**config.mk**
```make
export PLATFORM = sky130hd
export DESIGN_NAME = tbps_isqrt
export DESIGN_NICKNAME = d
export VERILOG_FILES = /design/src/rtl/tbps_isqrt.sv
export SDC_FILE = /design/constraint.sdc
export NUM_CORES = 2
export LEC_CHECK = 0
export ABC_CLOCK_PERIOD_IN_PS = 4200
export BUFFER_PORTS_ARGS = -buffer_cell sky130_fd_sc_hd__buf_2
export CAP_MARGIN = 30
export CORE_ASPECT_RATIO = 0.5
export CORE_MARGIN = 2
export CORE_UTILIZATION = 60
export DETAILED_ROUTE_END_ITERATION = 10
export HOLD_SLACK_MARGIN = 0.08
export PLACE_DENSITY = 0.76
export SETUP_SLACK_MARGIN = 0.4
export SLEW_MARGIN = 20
export SYNTH_ARGS = -nofsm -noshare
export SYNTH_HDL_FRONTEND = slang
export SYNTH_SLANG_ARGS = --single-unit
export TNS_END_PERCENT = 5
```
**constraint.sdc**
```tcl
create_clock -name clk -period 4.2 [get_ports clk]
set_clock_uncertainty 0.2 [all_clocks]
set_input_delay 0.42 -clock clk [delete_from_list [all_inputs] [get_ports clk]]
set_output_delay 0.42 -clock clk [all_outputs]
set_load 0.05 [all_outputs]
```
**src/rtl/tbps_isqrt.sv**
```systemverilog
// pipelined integer square root, one result bit per register stage
// no package dependencies
module tbps_isqrt #(
	parameter int W = 32
) (
	input  logic           clk,
	input  logic [2*W-1:0] rad,
	output logic [W-1:0]   root
);

	logic [W:0]     rem_s  [0:W-1];
	logic [W-1:0]   root_s [0:W];
	logic [2*W-1:0] rad_s  [0:W-1];

	assign rem_s[0]  = '0;
	assign root_s[0] = '0;
	assign rad_s[0]  = rad;

	for (genvar g = 0; g < W; g++) begin : g_stage
		logic [W+2:0] rem_n;
		logic [W+2:0] trial;
		logic [W+2:0] diff;
		logic         take;

		assign rem_n = {rem_s[g], rad_s[g][2*W-1 -: 2]};
		assign trial = {1'b0, root_s[g], 2'b01};
		assign diff  = rem_n - trial;
		assign take  = (rem_n >= trial);

		always_ff @(posedge clk) begin
			root_s[g+1] <= {root_s[g][W-2:0], take};
		end

		if (g < W-1) begin : g_rem
			always_ff @(posedge clk) begin
				rem_s[g+1] <= take ? diff[W:0] : rem_n[W:0];
				rad_s[g+1] <= {rad_s[g][2*W-3:0], 2'b00};
			end
		end
	end

	assign root = root_s[W];

endmodule

```
==> summary.md <==
| Metric | Value |
|---|---|
| Status | `complete, no violations` |
| Syn_area_per_cell | `10.1 um2` |
| Maximum buffer depth of the clock tree | `4` |
| Cell Int Power | `approximately 44 mW` |
| Die Area | `155000 um2` |
| Gate power share | `0.164` |
| Crit path kind | `flop to flop` |
| Grt met1 use | `0.268` |
| Crit path max fanout | `between 40 and 50` |
| Rows | `100` |
| Library cells used by synthesis | `90` |
| Fin crit period | `3.83 ns` |
| Syn_nets | `between 9000 and 10000` |
| # clock sinks | `approximately 2500` |
| Drt pass-1 iters | `6` |
| Final worst-path cycle share | `0.913` |
| Most used flip-flop cell after synthesis | `dfxtp_1` |
| Mapped Area | `between 90000 and 100000 um2` |
| FMAX | `~260 MHz` |
| DRC | `0` |
| Share of the synthesized area in the top cell type | `0.550` |
| 1st-iter DRT viols | `3000` |
| Clk root buf | `clkbuf_16` |
| Worst EP required | `4.69 ns` |
| Largest area contributor in the netlist | `dfxtp_1` |
| Clock power frac | `0.333` |
| Die height | `roughly 280 um` |
| Ys Warns | `0` |
| Share of cells above drive strength 1 | `0.0707` |
| GR Layer Usage met3 | `0.0342` |
| Die X-Extent | `between 500 and 600 um` |
| Vias per inst | `5.37` |
| NetSw | `between 15 and 20 mW` |
| Post-synth EDFFs | `0` |
| Min-Delay Path Class | `flop to flop` |
| Actual slew at the worst max-slew pin | `a little over 0.8 ns` |
| Leak | `between 40 and 50 nW` |
| CTS tree | `done` |
| #FFs+latches synth | `2495` |
| NumNets Final | `between 9000 and 10000` |
| Asr flop ratio synth | `0` |
| Sw Ratio | `0.279` |
| Post-route ant nets | `0` |
| Startpoint type of the worst setup path | `flop` |
| Register share of total power | `0.503` |
| CP Data Arrival Time | `~4.3 ns` |
| Vias in the first global route | `60511` |
| Most frequent cells after synthesis | `2495 x dfxtp_1, 727 x inv_1, 675 x nand2_1` |
| Starting Density | `0.607` |
| Port-buffer cells | `96` |
| First-pass GRT wire length | `a little under 300000 um` |
| Core ar. | `150000 um2` |
| Initial antenna violation count | `0` |
| Final TNS setup | `0 ns` |
| # setup viols final | `0` |
| Clk_lat worst skew | `0.83 ns` |
| ANT cells | `0` |
| Final hold violation count | `0` |
| CTS Buf Count | `a little over 200` |
| Overall power | `around 60 mW` |
| Boundary Pins | `97` |
| Clock Pin Slew Worst Setup and Hold Paths | `~0.070 ns` |
| Detailed Route WL | `182000 um` |
| Max-capacitance violation count | `0` |
| Largest net degree at the start of global routing | `between 40 and 50` |
| Hpwl dp | `between 100000 and 150000 um` |
| Slew HR | `0.459` |
| Per-cell routed wire length | `between 15 and 20 um` |
| CP endpoint kind | `flop` |
| Slew Viols, Final | `0` |
| Largest cells by area after synthesis | `dfxtp_1 55%, ha_1 7.7%, xor2_1 3.8%` |
| Top Usage Layer GRT | `met2` |
| Total Routing Usage GR | `0.230` |
| Area Growth Syn to Fin | `12.7%` |
| Syn Inst Count | `roughly 9000` |
| H-tree depth | `4` |
| Power Dens Cells | `approximately 590 nW/um2` |
| Register area share after synthesis | `0.550` |
| RD Place Congestion | `about 0.95` |
| RSZ-0062 raised after global routing | `true` |
| GR Overflow Total | `0` |
| Worst IR Drop VDD | `between 0.0004 and 0.0005 V` |
| Met2 Usage GRT | `0.425` |
| Most frequent cell after synthesis | `dfxtp_1` |
| DR vias | `61597` |
[what timing repair did]
item                                    in CTS  in global routing
buffers inserted                             3                  5
endpoints found under the setup margin      55                214
endpoints found under the hold margin       65                  0
cloned                                       0                  1
pin swaps                                    1                  2
resized for setup                            0                 11
hold buffers                               126                  0
[layout make-up]
class                      instances  area, um2
tap                             1989       2490
multi-input combinational       5583      37600
fill                           11413      47200
timing repair buffer             302       2390
inverter                         730       2740
sequential                      2495      49900
clock buffer                     272       5700
clock inverter                    98       1470
[per-layer routing]
metal / vias up / wire length (um)
li1: 31348 / -
met1: 28486 / 76700
met2: 1321 / 90400
met3: 442 / 7390
met4: 0 / 7320
met5: - / 0
[cells in the final DEF, fill, tap and decap left out, drive strengths merged, types with 110 or more instances in the layout]
master,n
a21o,235
a21oi,486
buf,176
clkbuf,272
dfxtp,2495
dlygate4sd3,126
ha,561
inv,738
nand2,675
nand2b,110
nand3,136
nor2,532
nor3,236
nor4,129
o21ai,519
xnor2,384
xor2,397
[power by group through the flow]
stage	clock (mW)	combinational, mW	sequential [mW]
2_1_floorplan	0	7.75	29.9
3_3_place_gp	0	9.53	30.8
3_5_place_dp	0	9.65	30.9
4_1_cts	20.6	9.84	30.4
5_1_grt	21.6	11.1	30.8
6_report	20.1	9.93	30.4
[worst max-delay path, stage by stage (launching register included)]
cell and delay (ns):
dfxtp_1 0.34, inv_1 0.05, ha_1 0.40, nand3_1 0.17
nor3_1 0.29, nand3_1 0.22, a21o_1 0.24, a31o_2 0.24
a31oi_1 0.34, a311oi_1 0.23, o211ai_1 0.36, buf_12 0.25
mux2_2 0.35
[registers in the layout, indices dropped and copies added, names as in the netlist]
name	flops
g_stage.trial	496
rad_s	930
g_stage.rem_n	1037
root	32
[metrics by stage]
step / instances / instance area [um2] / hold WS (ns) / setup slack, ns / utilization
floorplan: 8982 / 90800 / 0.110 / 0.654 / -
global placement: 10964 / 93800 / 0.109 / 0.335 / 0.627
CTS: 11463 / 102000 / 0.0966 / 0.288 / 0.684
finish: 11469 / 102000 / 0.0954 / 0.367 / 0.685
global route: 11469 / 102000 / 0.109 / 0.161 / 0.685
detailed placement: 10964 / 93800 / 0.112 / 0.233 / 0.627
[worst paths after layout]
check | to | cells past startpoint | start | slack [ns]
worst max-delay path | g_stage[30].rem_n[20] | 12 | g_stage[29].trial[12] | 0.37
worst max register to register | g_stage[30].rem_n[20] | 12 | g_stage[29].trial[12] | 0.37
worst min-delay path | rad_s[1908] | 0 | rad_s[1970] | 0.1
worst min register to register | rad_s[1908] | 0 | rad_s[1970] | 0.1
[cells by family after synthesis]
group | synth area share
DFF | 0.550
and+or+nand+nor | 0.127
AOI/OAI and AO/OA | 0.124
buffers and inverters | 0.0376
xor gates and xnor gates | 0.0753
adders and majority gates | 0.0773
muxes | 0.00880
other | 0.0000413
Note: power is estimated with default switching activity, not from simulation.
