--- src/rtl/tbps_delay.sv ---
// fixed-length register delay line for pipeline alignment
// no package dependencies
module tbps_delay #(
	parameter int WIDTH = 32,
	parameter int DEPTH = 4
) (
	input  logic             clk,
	input  logic [WIDTH-1:0] din,
	output logic [WIDTH-1:0] dout
);

	logic [WIDTH-1:0] tap_q [0:DEPTH-1];

	always_ff @(posedge clk) begin
		tap_q[0] <= din;
		for (int i = 1; i < DEPTH; i++) begin
			tap_q[i] <= tap_q[i-1];
		end
	end

	assign dout = tap_q[DEPTH-1];

endmodule

--- config.mk ---
export PLATFORM = sky130hd
export DESIGN_NAME = tbps_delay
export DESIGN_NICKNAME = d
export VERILOG_FILES = /design/src/rtl/tbps_delay.sv
export SDC_FILE = /design/constraint.sdc
export NUM_CORES = 1
export LEC_CHECK = 0
export BUFFER_PORTS_ARGS = -buffer_cell sky130_fd_sc_hd__buf_2
export CAP_MARGIN = 0
export CORE_AREA = 2 2 84 66
export DETAILED_ROUTE_END_ITERATION = 7
export DIE_AREA = 0 0 86 68
export PLACE_DENSITY = 0.77
export SLEW_MARGIN = 10
export SYNTH_ARGS = -nofsm -noshare
export SYNTH_HDL_FRONTEND = slang
export SYNTH_SLANG_ARGS = --single-unit
--- constraint.sdc ---
create_clock -name clk -period 1.1 [get_ports clk]
set_clock_uncertainty 0.05 [all_clocks]
set_input_delay 0.22 -clock clk [delete_from_list [all_inputs] [get_ports clk]]
set_output_delay 0.22 -clock clk [all_outputs]
set_load 0.05 [all_outputs]
==> results of run 1 <==
[where the power goes]
group | switching [mW] | internal, mW
registers | 0.0888 | 4.90
logic | 0.282 | 0.267
clock network | 1.93 | 4.14
total | 2.30 | 9.31
[what timing repair did]
action | CTS | global route
setup endpoints to repair | 32 | 32
buffers inserted | 0 | 0
endpoints found under the hold margin | 32 | 0
hold buffers | 32 | 0
pin swaps | 0 | 0
cloned | 0 | 0
resized for setup | 107 | 15
[area by class of cell]
cell class            instances  area [um2]
timing repair buffer         96         938
clock buffer                 18         418
fill                        227         821
sequential                  128        2600
clock inverter               14         236
tap                          62        77.6
[kinds of logic after synthesis]
group | after synthesis | synth area share, %
flops | 128 | 100
[worst max path at each step]
stage | start | endpoint | slack (ps) | depth (start not counted)
after CTS | tap_q[3][1] | dout[1] | -180 | 1
final | tap_q[3][26] | dout[26] | -160 | 1
after floorplan | tap_q[3][0] | dout[0] | 240 | 0
after global placement | tap_q[3][15] | dout[15] | 280 | 1
after detailed placement | tap_q[3][3] | dout[3] | 260 | 1
after global routing | tap_q[3][26] | dout[26] | -210 | 1
[stage by stage]
stage / cell area (um2) / cells / TNS, ps
3_5_place_dp: 2960 / 254 / 0
2_1_floorplan: 2560 / 128 / 0
6_report: 4270 / 318 / -4400
5_1_grt: 4270 / 318 / -5880
3_3_place_gp: 2960 / 254 / 0
4_1_cts: 4220 / 318 / -5170
[synthesized netlist by cell type]
master	number	share of area (%)
dfxtp_1	128	100
[placed cells by master (no fill, tap or decap)]
master / count
dfxtp_1: 96
dlygate4sd3_1: 32
buf_2: 32
dfxtp_2: 32
buf_8: 26
clkbuf_16: 16
bufinv_16: 6
buf_6: 6
clkinv_2: 3
inv_6: 2
clkinvlp_4: 2
clkbuf_8: 1
clkinv_4: 1
clkbuf_1: 1
[layer usage]
metal,track usage [%],vias up,part of all wire (%)
met5,0,-,0
met4,10.1,0,0.68
met3,10.1,4,6.4
met2,30.0,47,56
met1,13.8,605,37
li1,-,629,-
==> summary.md, run 1 <==
| Metric | Value |
|---|---|
| Status | complete, but fails checks |
| Failing checks | negative setup slack |
| Area delta synth->final | 66.7% |
| IO Port Bufs | 64 |
| Worst-Skew Late Latency | roughly 500 ps |
| Hold Path Sink | tap_q[3][19] |
| Ratio of cells with drive above 1 in the final layout | between 40 and 50% |
| R2R depth | 0 |
| CTS tree | built |
| Setup Viol. Count Final | 32 |
| Crit path cell chain | buf_8 |
| Pleak | 1.88 nW |
| Slew Limit Fails | 0 |
| Hold_ws | 268 ps |
| Cell Area, Synth | approximately 2600 um2 |
| Initial antenna violation count | 0 |
| Period utilization | 115% |
| DRC violations left | 0 |
| Data required time of the worst path | 830 ps |
| Core Box Area | slightly above 5000 um2 |
| Synthesized net count | 161 |
| Worst path max stage delay | approximately 350 ps |
| Clk buf depth | 2 |
| Avg WL per Cell | 14.3 um |
| CP startpoint kind | flip-flop |
| Die H | between 60 and 70 um |
| Slack of the critical path | -164 ps |
| Avg Inst Size Synth | 20.0 um2 |
| Top Ports | between 60 and 70 |
| Peak supply drop | between 2 and 2.5 mV |
| 1st-iter DRT viols | 48 |
| Slew Limit Headroom | between 80% and 90% |
| Most flops, register | tap_q |
| H-Tree Depth | 4 |
| Max frequency | 791 MHz |
| Global placer's final weighted congestion | 0.598 |
| DRT Pass-1 Iters | 5 |
| Antenna cells | 0 |
| Critical path's slowest cell | dfxtp_2 |
| Setup WS pre-CTS | 260 ps |
| RR Startpoint | tap_q[0][25] |
| Multi-In Gates | 0 |
| Fin util | between 80 and 90% |
| Vias in the first global route | 1361 |
| Seq/Total Area, Yosys | between 90% and 100% |
| Die area | ~5800 um2 |
| Clock buffer count from CTS | 17 |
| Reg2reg end | tap_q[1][25] |
| Global-route wire length before repair | roughly 6300 um |
| Root buffer cell | clkbuf_8 |
| Via density | ~4.0 |
| Unrepaired setup endpoints after global routing | yes |
| Gr usage total | about 17% |
| Die width | 86 um |
| Slew at the pin with the worst max-slew slack | ~270 ps |
| Total number of vias | around 1300 |
| Largest net degree at the start of global routing | 17 |
| Clock transition at the registers of the reported paths | roughly 60 ps |
| P per Cell Area | about 2700 nW/um2 |
| Yosys cell types | 1 |
| Critical Path Fanout Max | 1 |
| Post-layout total power | ~12 mW |
| WHS Path Cells | 0 |
| Biggest regs | tap_q: 128 flops |
| Synth Register Bits | 128 |
| Post-Syn Instances | about 130 |
| Placed wire-length estimate | between 1500 and 2000 um |
| Worst R2R Setup Slack | 610 ps |
| Final nets | between 200 and 300 |
| Arrival @ worst endpoint | 990 ps |
| Number of flip-flops in the largest register | about 130 |
| Critical path's top delay family | flip-flops |
| Starting density of the core | between 50% and 60% |
| Multi-input gate area | 0 um2 |
| CP Buf/Inv Count | 1 |
| Max Cap Viol | 0 |
| Hold Startpoint | tap_q[2][19] |
| Fin crit period | 1260 ps |
| GRT overflow | 0 |
| Fin. Hold Viols | 0 |
| Crit path capture type | primary output |
| Clk sink count | around 130 |
| HP Class | flip-flop to flip-flop |
| Row cnt | 23 |
| Routed WL | 4560 um |
| Remaining antenna violation count after routing | 0 |
| Yosys warning total | 0 |
| CP Class | flip-flop to primary output |
(Power assumes the default switching activity.)
==> run 2: changes to the inputs <==
CORE_AREA = 2 2 82 64   (was 2 2 84 66)
CTS_BUF_LIST = sky130_fd_sc_hd__clkbuf_2 sky130_fd_sc_hd__clkbuf_4 sky130_fd_sc_hd__clkbuf_8   (was default)
DIE_AREA = 0 0 84 66   (was 0 0 86 68)
PLACE_DENSITY = 0.81   (was 0.77)
==> summary.md, run 2 (same netlist as run 1, synthesis figures left out) <==
| Metric | Value |
|---|---|
| Clock share of power | 45.5% (was 52.3%) |
| Placed wire-length estimate | 1780 um (was 1790 um) |
| Via density | 4.01 (was 4.04) |
| Largest net degree at the start of global routing | 17 (unchanged) |
| HP Class | flip-flop to flip-flop (unchanged) |
| Crit path capture type | primary output (unchanged) |
| Top Ports | 65 (unchanged) |
| Critical path's top delay family | flip-flops (unchanged) |
| Peak supply drop | 2.01 mV (was 2.10 mV) |
| CTS tree | built (unchanged) |
| WHS Path Cells | 0 (unchanged) |
| Fin util | 84.9% (was 83.9%) |
| Critical path's slowest cell | dfxtp_2 (unchanged) |
| Pleak | 1.78 nW (was 1.88 nW) |
| Clk buf depth | 2 (unchanged) |
| Commonest non-fill, non-tap cell in the layout | dfxtp_1 (unchanged) |
| Slew Limit Headroom | 88.2% (was 81.8%) |
| Root buffer cell | clkbuf_8 (unchanged) |
| R2R depth | 0 (unchanged) |
| Reg2reg end | tap_q[3][12] (was tap_q[1][25]) |
| CP Class | flip-flop to primary output (unchanged) |
| Max frequency | 849 MHz (was 791 MHz) |
| Clk sink count | 128 (unchanged) |
| Setup bufs post-CTS | 0 (unchanged) |
| Commonest cells after routing, fill and taps aside | 96 x dfxtp_1, 32 x dlygate4sd3_1, 32 x buf_2, 32 x dfxtp_2, 19 x clkbuf_8 (was 96 x dfxtp_1, 32 x dlygate4sd3_1, 32 x buf_2, 32 x dfxtp_2, 26 x buf_8) |
| Die area | 5540 um2 (was 5850 um2) |
| Antenna cells | 0 (unchanged) |
| Die H | 66 um (was 68 um) |
| Status | complete, but fails checks (unchanged) |
| Multi-In Gates | 0 (unchanged) |
| Ratio of cells with drive above 1 in the final layout | 50.0% (was 49.6%) |
| Row cnt | 22 (was 23) |
| Vias in the first global route | 1349 (was 1361) |
| CP startpoint kind | flip-flop (unchanged) |
| Period utilization | 107% (was 115%) |
| Number of flip-flops in the largest register | 128 (unchanged) |
| Clock buffer count from CTS | 17 (unchanged) |
| H-Tree Depth | 4 (unchanged) |
| Fin crit period | 1180 ps (was 1260 ps) |
| Remaining antenna violation count after routing | 0 (unchanged) |
| DRT Pass-1 Iters | 2 (was 5) |
| Routed WL | 4590 um (was 4560 um) |
| IO Port Bufs | 64 (unchanged) |
| Worst path max stage delay | 340 ps (was 350 ps) |
| CP Buf/Inv Count | 1 (unchanged) |
| Fillers | 217 (was 227) |
| Worst-Skew Late Latency | 410 ps (was 500 ps) |
| Die width | 84 um (was 86 um) |
| Gate power share | 5.3% (was 4.7%) |
| P per Cell Area | 2500 nW/um2 (was 2720 nW/um2) |
| Avg WL per Cell | 14.5 um (was 14.3 um) |
| Multi-input gate area | 0 um2 (unchanged) |
| Internal power | 8.04 mW (was 9.31 mW) |
| Setup WS pre-CTS | 270 ps (was 260 ps) |
| Clock transition at the registers of the reported paths | 80 ps (was 60 ps) |
| RR Startpoint | tap_q[2][12] (was tap_q[0][25]) |
| 1st-iter DRT viols | 26 (was 48) |
| DRC violations left | 0 (unchanged) |
| Most flops, register | tap_q (unchanged) |
| Hold Startpoint | tap_q[0][26] (was tap_q[2][19]) |
| Max Cap Viol | 0 (unchanged) |
| Gr usage total | 16.6% (about the same) |
| Unrepaired setup endpoints after global routing | yes (unchanged) |
| Slew Limit Fails | 0 (unchanged) |
| Arrival @ worst endpoint | 910 ps (was 990 ps) |
| Biggest regs | tap_q: 128 flops (unchanged) |
| Sw frac | 20.5% (was 19.8%) |
| Reg power frac | 49.3% (was 43.0%) |
| Setup Viol. Count Final | 32 (unchanged) |
| Critical Path Fanout Max | 1 (unchanged) |
| Failing checks | negative setup slack (unchanged) |
| Global-route wire length before repair | 6280 um (was 6350 um) |
| Slack of the critical path | -77.3 ps (was -164 ps) |
| Slew at the pin with the worst max-slew slack | 177 ps (was 273 ps) |
| Data required time of the worst path | 830 ps (about the same) |
| Fin. Hold Viols | 0 (unchanged) |
| NetSw | 2.07 mW (was 2.30 mW) |
| Hold Path Sink | tap_q[1][26] (was tap_q[3][19]) |
| GRT overflow | 0 (unchanged) |
| Area delta synth->final | 57.9% (was 66.7%) |
| Crit path cell chain | buf_6 (was buf_8) |
| Global placer's final weighted congestion | 0.669 (was 0.598) |
| Worst R2R Setup Slack | 620 ps (was 610 ps) |
| Final nets | 276 (unchanged) |
| Core Box Area | 4760 um2 (was 5090 um2) |
| Initial antenna violation count | 0 (unchanged) |
| Starting density of the core | 53.8% (was 50.3%) |
| Total number of vias | 1268 (was 1285) |
-- run 2: worst max-delay path by stage --
stage | from | to | slack [ps] | cells past startpoint
3_3_place_gp | tap_q[3][10] | dout[10] | 270 | 1
4_1_cts | tap_q[3][24] | dout[24] | -100 | 1
6_report | tap_q[3][26] | dout[26] | -80 | 1
5_1_grt | tap_q[3][26] | dout[26] | -120 | 1
2_1_floorplan | tap_q[3][0] | dout[0] | 240 | 0
3_5_place_dp | tap_q[3][10] | dout[10] | 270 | 1
-- run 2: cell type report --
cell class | instances | area [um2] | share of cell area [%]
Tap cell | 60 | 75.1 | 1.86
Timing Repair Buffer | 96 | 901 | 22.3
Clock inverter | 10 | 183 | 4.52
Sequential cell | 128 | 2600 | 64.3
Clock buffer | 22 | 284 | 7.02
-- run 2: power by group through the flow --
stage / Clock, mW / Sequential [mW] / Combinational [mW]
3_5_place_dp: 0 / 5.04 / 0.336
2_1_floorplan: 0 / 5.25 / 0
6_report: 4.60 / 4.98 / 0.535
4_1_cts: 4.58 / 4.97 / 0.510
5_1_grt: 4.91 / 5.00 / 0.553
3_3_place_gp: 0 / 5.03 / 0.334
-- run 2: repair_timing --
| action | CTS | global route |
|---|---|---|
| gates resized for setup | 105 | 7 |
| endpoints found under the hold margin | 32 | 0 |
| endpoints found under the setup margin | 32 | 32 |
| pin swaps | 0 | 0 |
| hold buffers | 32 | 0 |
-- run 2: per-layer routing --
metal / vias to the layer above / share of wire [%] / wire length [um] / global-route usage (%)
li1: 625 / - / - / -
met5: - / 0 / 0 / 0
met4: 0 / 1.8 / 82 / 8.47
met1: 584 / 35 / 1590 / 14.7
met3: 8 / 5.2 / 238 / 9.36
met2: 51 / 58 / 2680 / 30.2
-- run 2: per-stage QoR --
step	cells	setup TNS, ps	power, mW	hold WS, ps	instance area, um2
after floorplan	128	0	5.25	198	2560
after global placement	252	0	5.36	260	2960
after detailed placement	252	0	5.38	262	2960
after CTS	316	-2600	10.1	274	4020
after global routing	316	-3050	10.5	279	4050
final	316	-1760	10.1	266	4050
==> run 3: changes to the inputs <==
MAX_ROUTING_LAYER = met4   (was default)
==> summary.md, run 3 (same netlist as run 1, synthesis figures left out) <==
| Metric | Value |
|---|---|
| 1st-iter DRT viols | 49 (was 26) |
| Routed WL | 4610 um (was 4590 um) |
| Peak supply drop | 2.01 mV (about the same) |
| Worst path max stage delay | 340 ps (about the same) |
| CP Buf/Inv Count | 1 (unchanged) |
| Root buffer cell | clkbuf_8 (unchanged) |
| Fin. Hold Viols | 0 (unchanged) |
| Pleak | 1.78 nW (unchanged) |
| Cell count after placement | 252 (unchanged) |
| Max Cap Viol | 0 (unchanged) |
| Top Ports | 65 (unchanged) |
| Setup bufs post-CTS | 0 (unchanged) |
| Gr usage total | 17.0% (was 16.6%) |
| Global-route wire length before repair | 6280 um (unchanged) |
| Ratio of cells with drive above 1 in the final layout | 50.0% (unchanged) |
| Vias in the first global route | 1345 (was 1349) |
| Critical Path Fanout Max | 1 (unchanged) |
| Starting density of the core | 53.8% (unchanged) |
| Arrival @ worst endpoint | 910 ps (about the same) |
| Remaining antenna violation count after routing | 0 (unchanged) |
| Fin cells | 316 (unchanged) |
| Data required time of the worst path | 830 ps (about the same) |
| Clock transition at the registers of the reported paths | 80 ps (about the same) |
| Largest net degree at the start of global routing | 17 (unchanged) |
| Final nets | 276 (unchanged) |
| P per Cell Area | 2500 nW/um2 (about the same) |
| Status | complete, but fails checks (unchanged) |
| Unrepaired setup endpoints after global routing | yes (unchanged) |
| Commonest cells after routing, fill and taps aside | 96 x dfxtp_1, 32 x dlygate4sd3_1, 32 x buf_2, 32 x dfxtp_2, 19 x clkbuf_8 (unchanged) |
| Multi-In Gates | 0 (unchanged) |
| Clk sink count | 128 (unchanged) |
| Number of flip-flops in the largest register | 128 (unchanged) |
| Fin crit period | 1180 ps (about the same) |
| Multi-input gate area | 0 um2 (unchanged) |
| Die width | 84 um (unchanged) |
| Critical path's top delay family | flip-flops (unchanged) |
| Slack of the critical path | -79.3 ps (was -77.3 ps) |
| Placed wire-length estimate | 1780 um (unchanged) |
| Antenna cells | 0 (unchanged) |
| Initial antenna violation count | 0 (unchanged) |
| Max frequency | 848 MHz (was 849 MHz) |
| H-Tree Depth | 4 (unchanged) |
| Die H | 66 um (unchanged) |
| GRT overflow | 0 (unchanged) |
| Area delta synth->final | 57.9% (unchanged) |
| Slew at the pin with the worst max-slew slack | 178 ps (was 177 ps) |
| CTS tree | built (unchanged) |
| Crit path capture type | primary output (unchanged) |
| Slew Limit Headroom | 88.1% (was 88.2%) |
| CP startpoint kind | flip-flop (unchanged) |
| Row cnt | 22 (unchanged) |
| Core Box Area | 4760 um2 (unchanged) |
| DRC violations left | 0 (unchanged) |
| Clk buf depth | 2 (unchanged) |
| Die area | 5540 um2 (unchanged) |
| Post-route design area | 4050 um2 (unchanged) |
| Critical path's slowest cell | dfxtp_2 (unchanged) |
| Worst-Skew Late Latency | 410 ps (about the same) |
| Slew Limit Fails | 0 (unchanged) |
| HP Class | flip-flop to flip-flop (unchanged) |
| Fillers | 217 (unchanged) |
| Most flops, register | tap_q (unchanged) |
| Failing checks | negative setup slack (unchanged) |
| Crit path cell chain | buf_6 (unchanged) |
| DRT Pass-1 Iters | 3 (was 2) |
| Via density | 4.02 (was 4.01) |
| Period utilization | 107% (about the same) |
| Total number of vias | 1270 (was 1268) |
| Commonest non-fill, non-tap cell in the layout | dfxtp_1 (unchanged) |
| Seq. cell area | 2600 um2 (unchanged) |
| Setup Viol. Count Final | 32 (unchanged) |
| CP Class | flip-flop to primary output (unchanged) |
| Avg WL per Cell | 14.6 um (was 14.5 um) |
| IO Port Bufs | 64 (unchanged) |
| Global placer's final weighted congestion | 0.675 (was 0.669) |
| Area after DPL | 2960 um2 (unchanged) |
| Biggest regs | tap_q: 128 flops (unchanged) |
| Clock buffer count from CTS | 17 (unchanged) |
[run 3: metrics by stage]
stage	util (%)	power, mW	setup TNS, ps	hold WS (ps)	setup slack [ps]
floorplan	-	5.25	0	198	243
global placement	62.1	5.36	0	260	269
detailed placement	62.1	5.38	0	262	270
CTS	84.4	10.1	-2600	274	-100
global route	84.9	10.5	-3150	279	-123
finish	84.9	10.1	-1800	268	-79.3
[run 3: worst paths after layout]
| kind | to | slack, ps | from | depth (start not counted) |
|---|---|---|---|---|
| worst min-delay path | tap_q[1][26] | 270 | tap_q[0][26] | 0 |
| worst max-delay path | dout[26] | -80 | tap_q[3][26] | 1 |
| worst max register to register | tap_q[3][12] | 620 | tap_q[2][12] | 0 |
| worst min register to register | tap_q[1][26] | 270 | tap_q[0][26] | 0 |
[run 3: repair_timing]
action / CTS / global route
hold endpoints to repair: 32 / 0
hold buffers: 32 / 0
setup endpoints to repair: 32 / 32
resized for setup: 105 / 7
[run 3: report_power, final]
group / internal (mW) / total, mW / switching (mW)
Sequential: 4.90 / 4.98 / 0.0851
Combinational: 0.253 / 0.535 / 0.283
Clock: 2.89 / 4.60 / 1.71
Total: 8.04 / 10.1 / 2.08
[run 3: routing by layer]
metal	track usage, %	vias to the layer above	part of all wire (%)
met1	14.8	586	34
met2	30.2	51	59
li1	-	625	-
met3	9.61	8	5.6
met5	-	-	0
met4	7.86	0	1.5
[run 3: area by class of cell]
cell class | instances | share of cell area, %
clock inverter | 10 | 4.52
tap | 60 | 1.86
timing repair buffer | 96 | 22.3
clock buffer | 22 | 7.02
sequential | 128 | 64.3
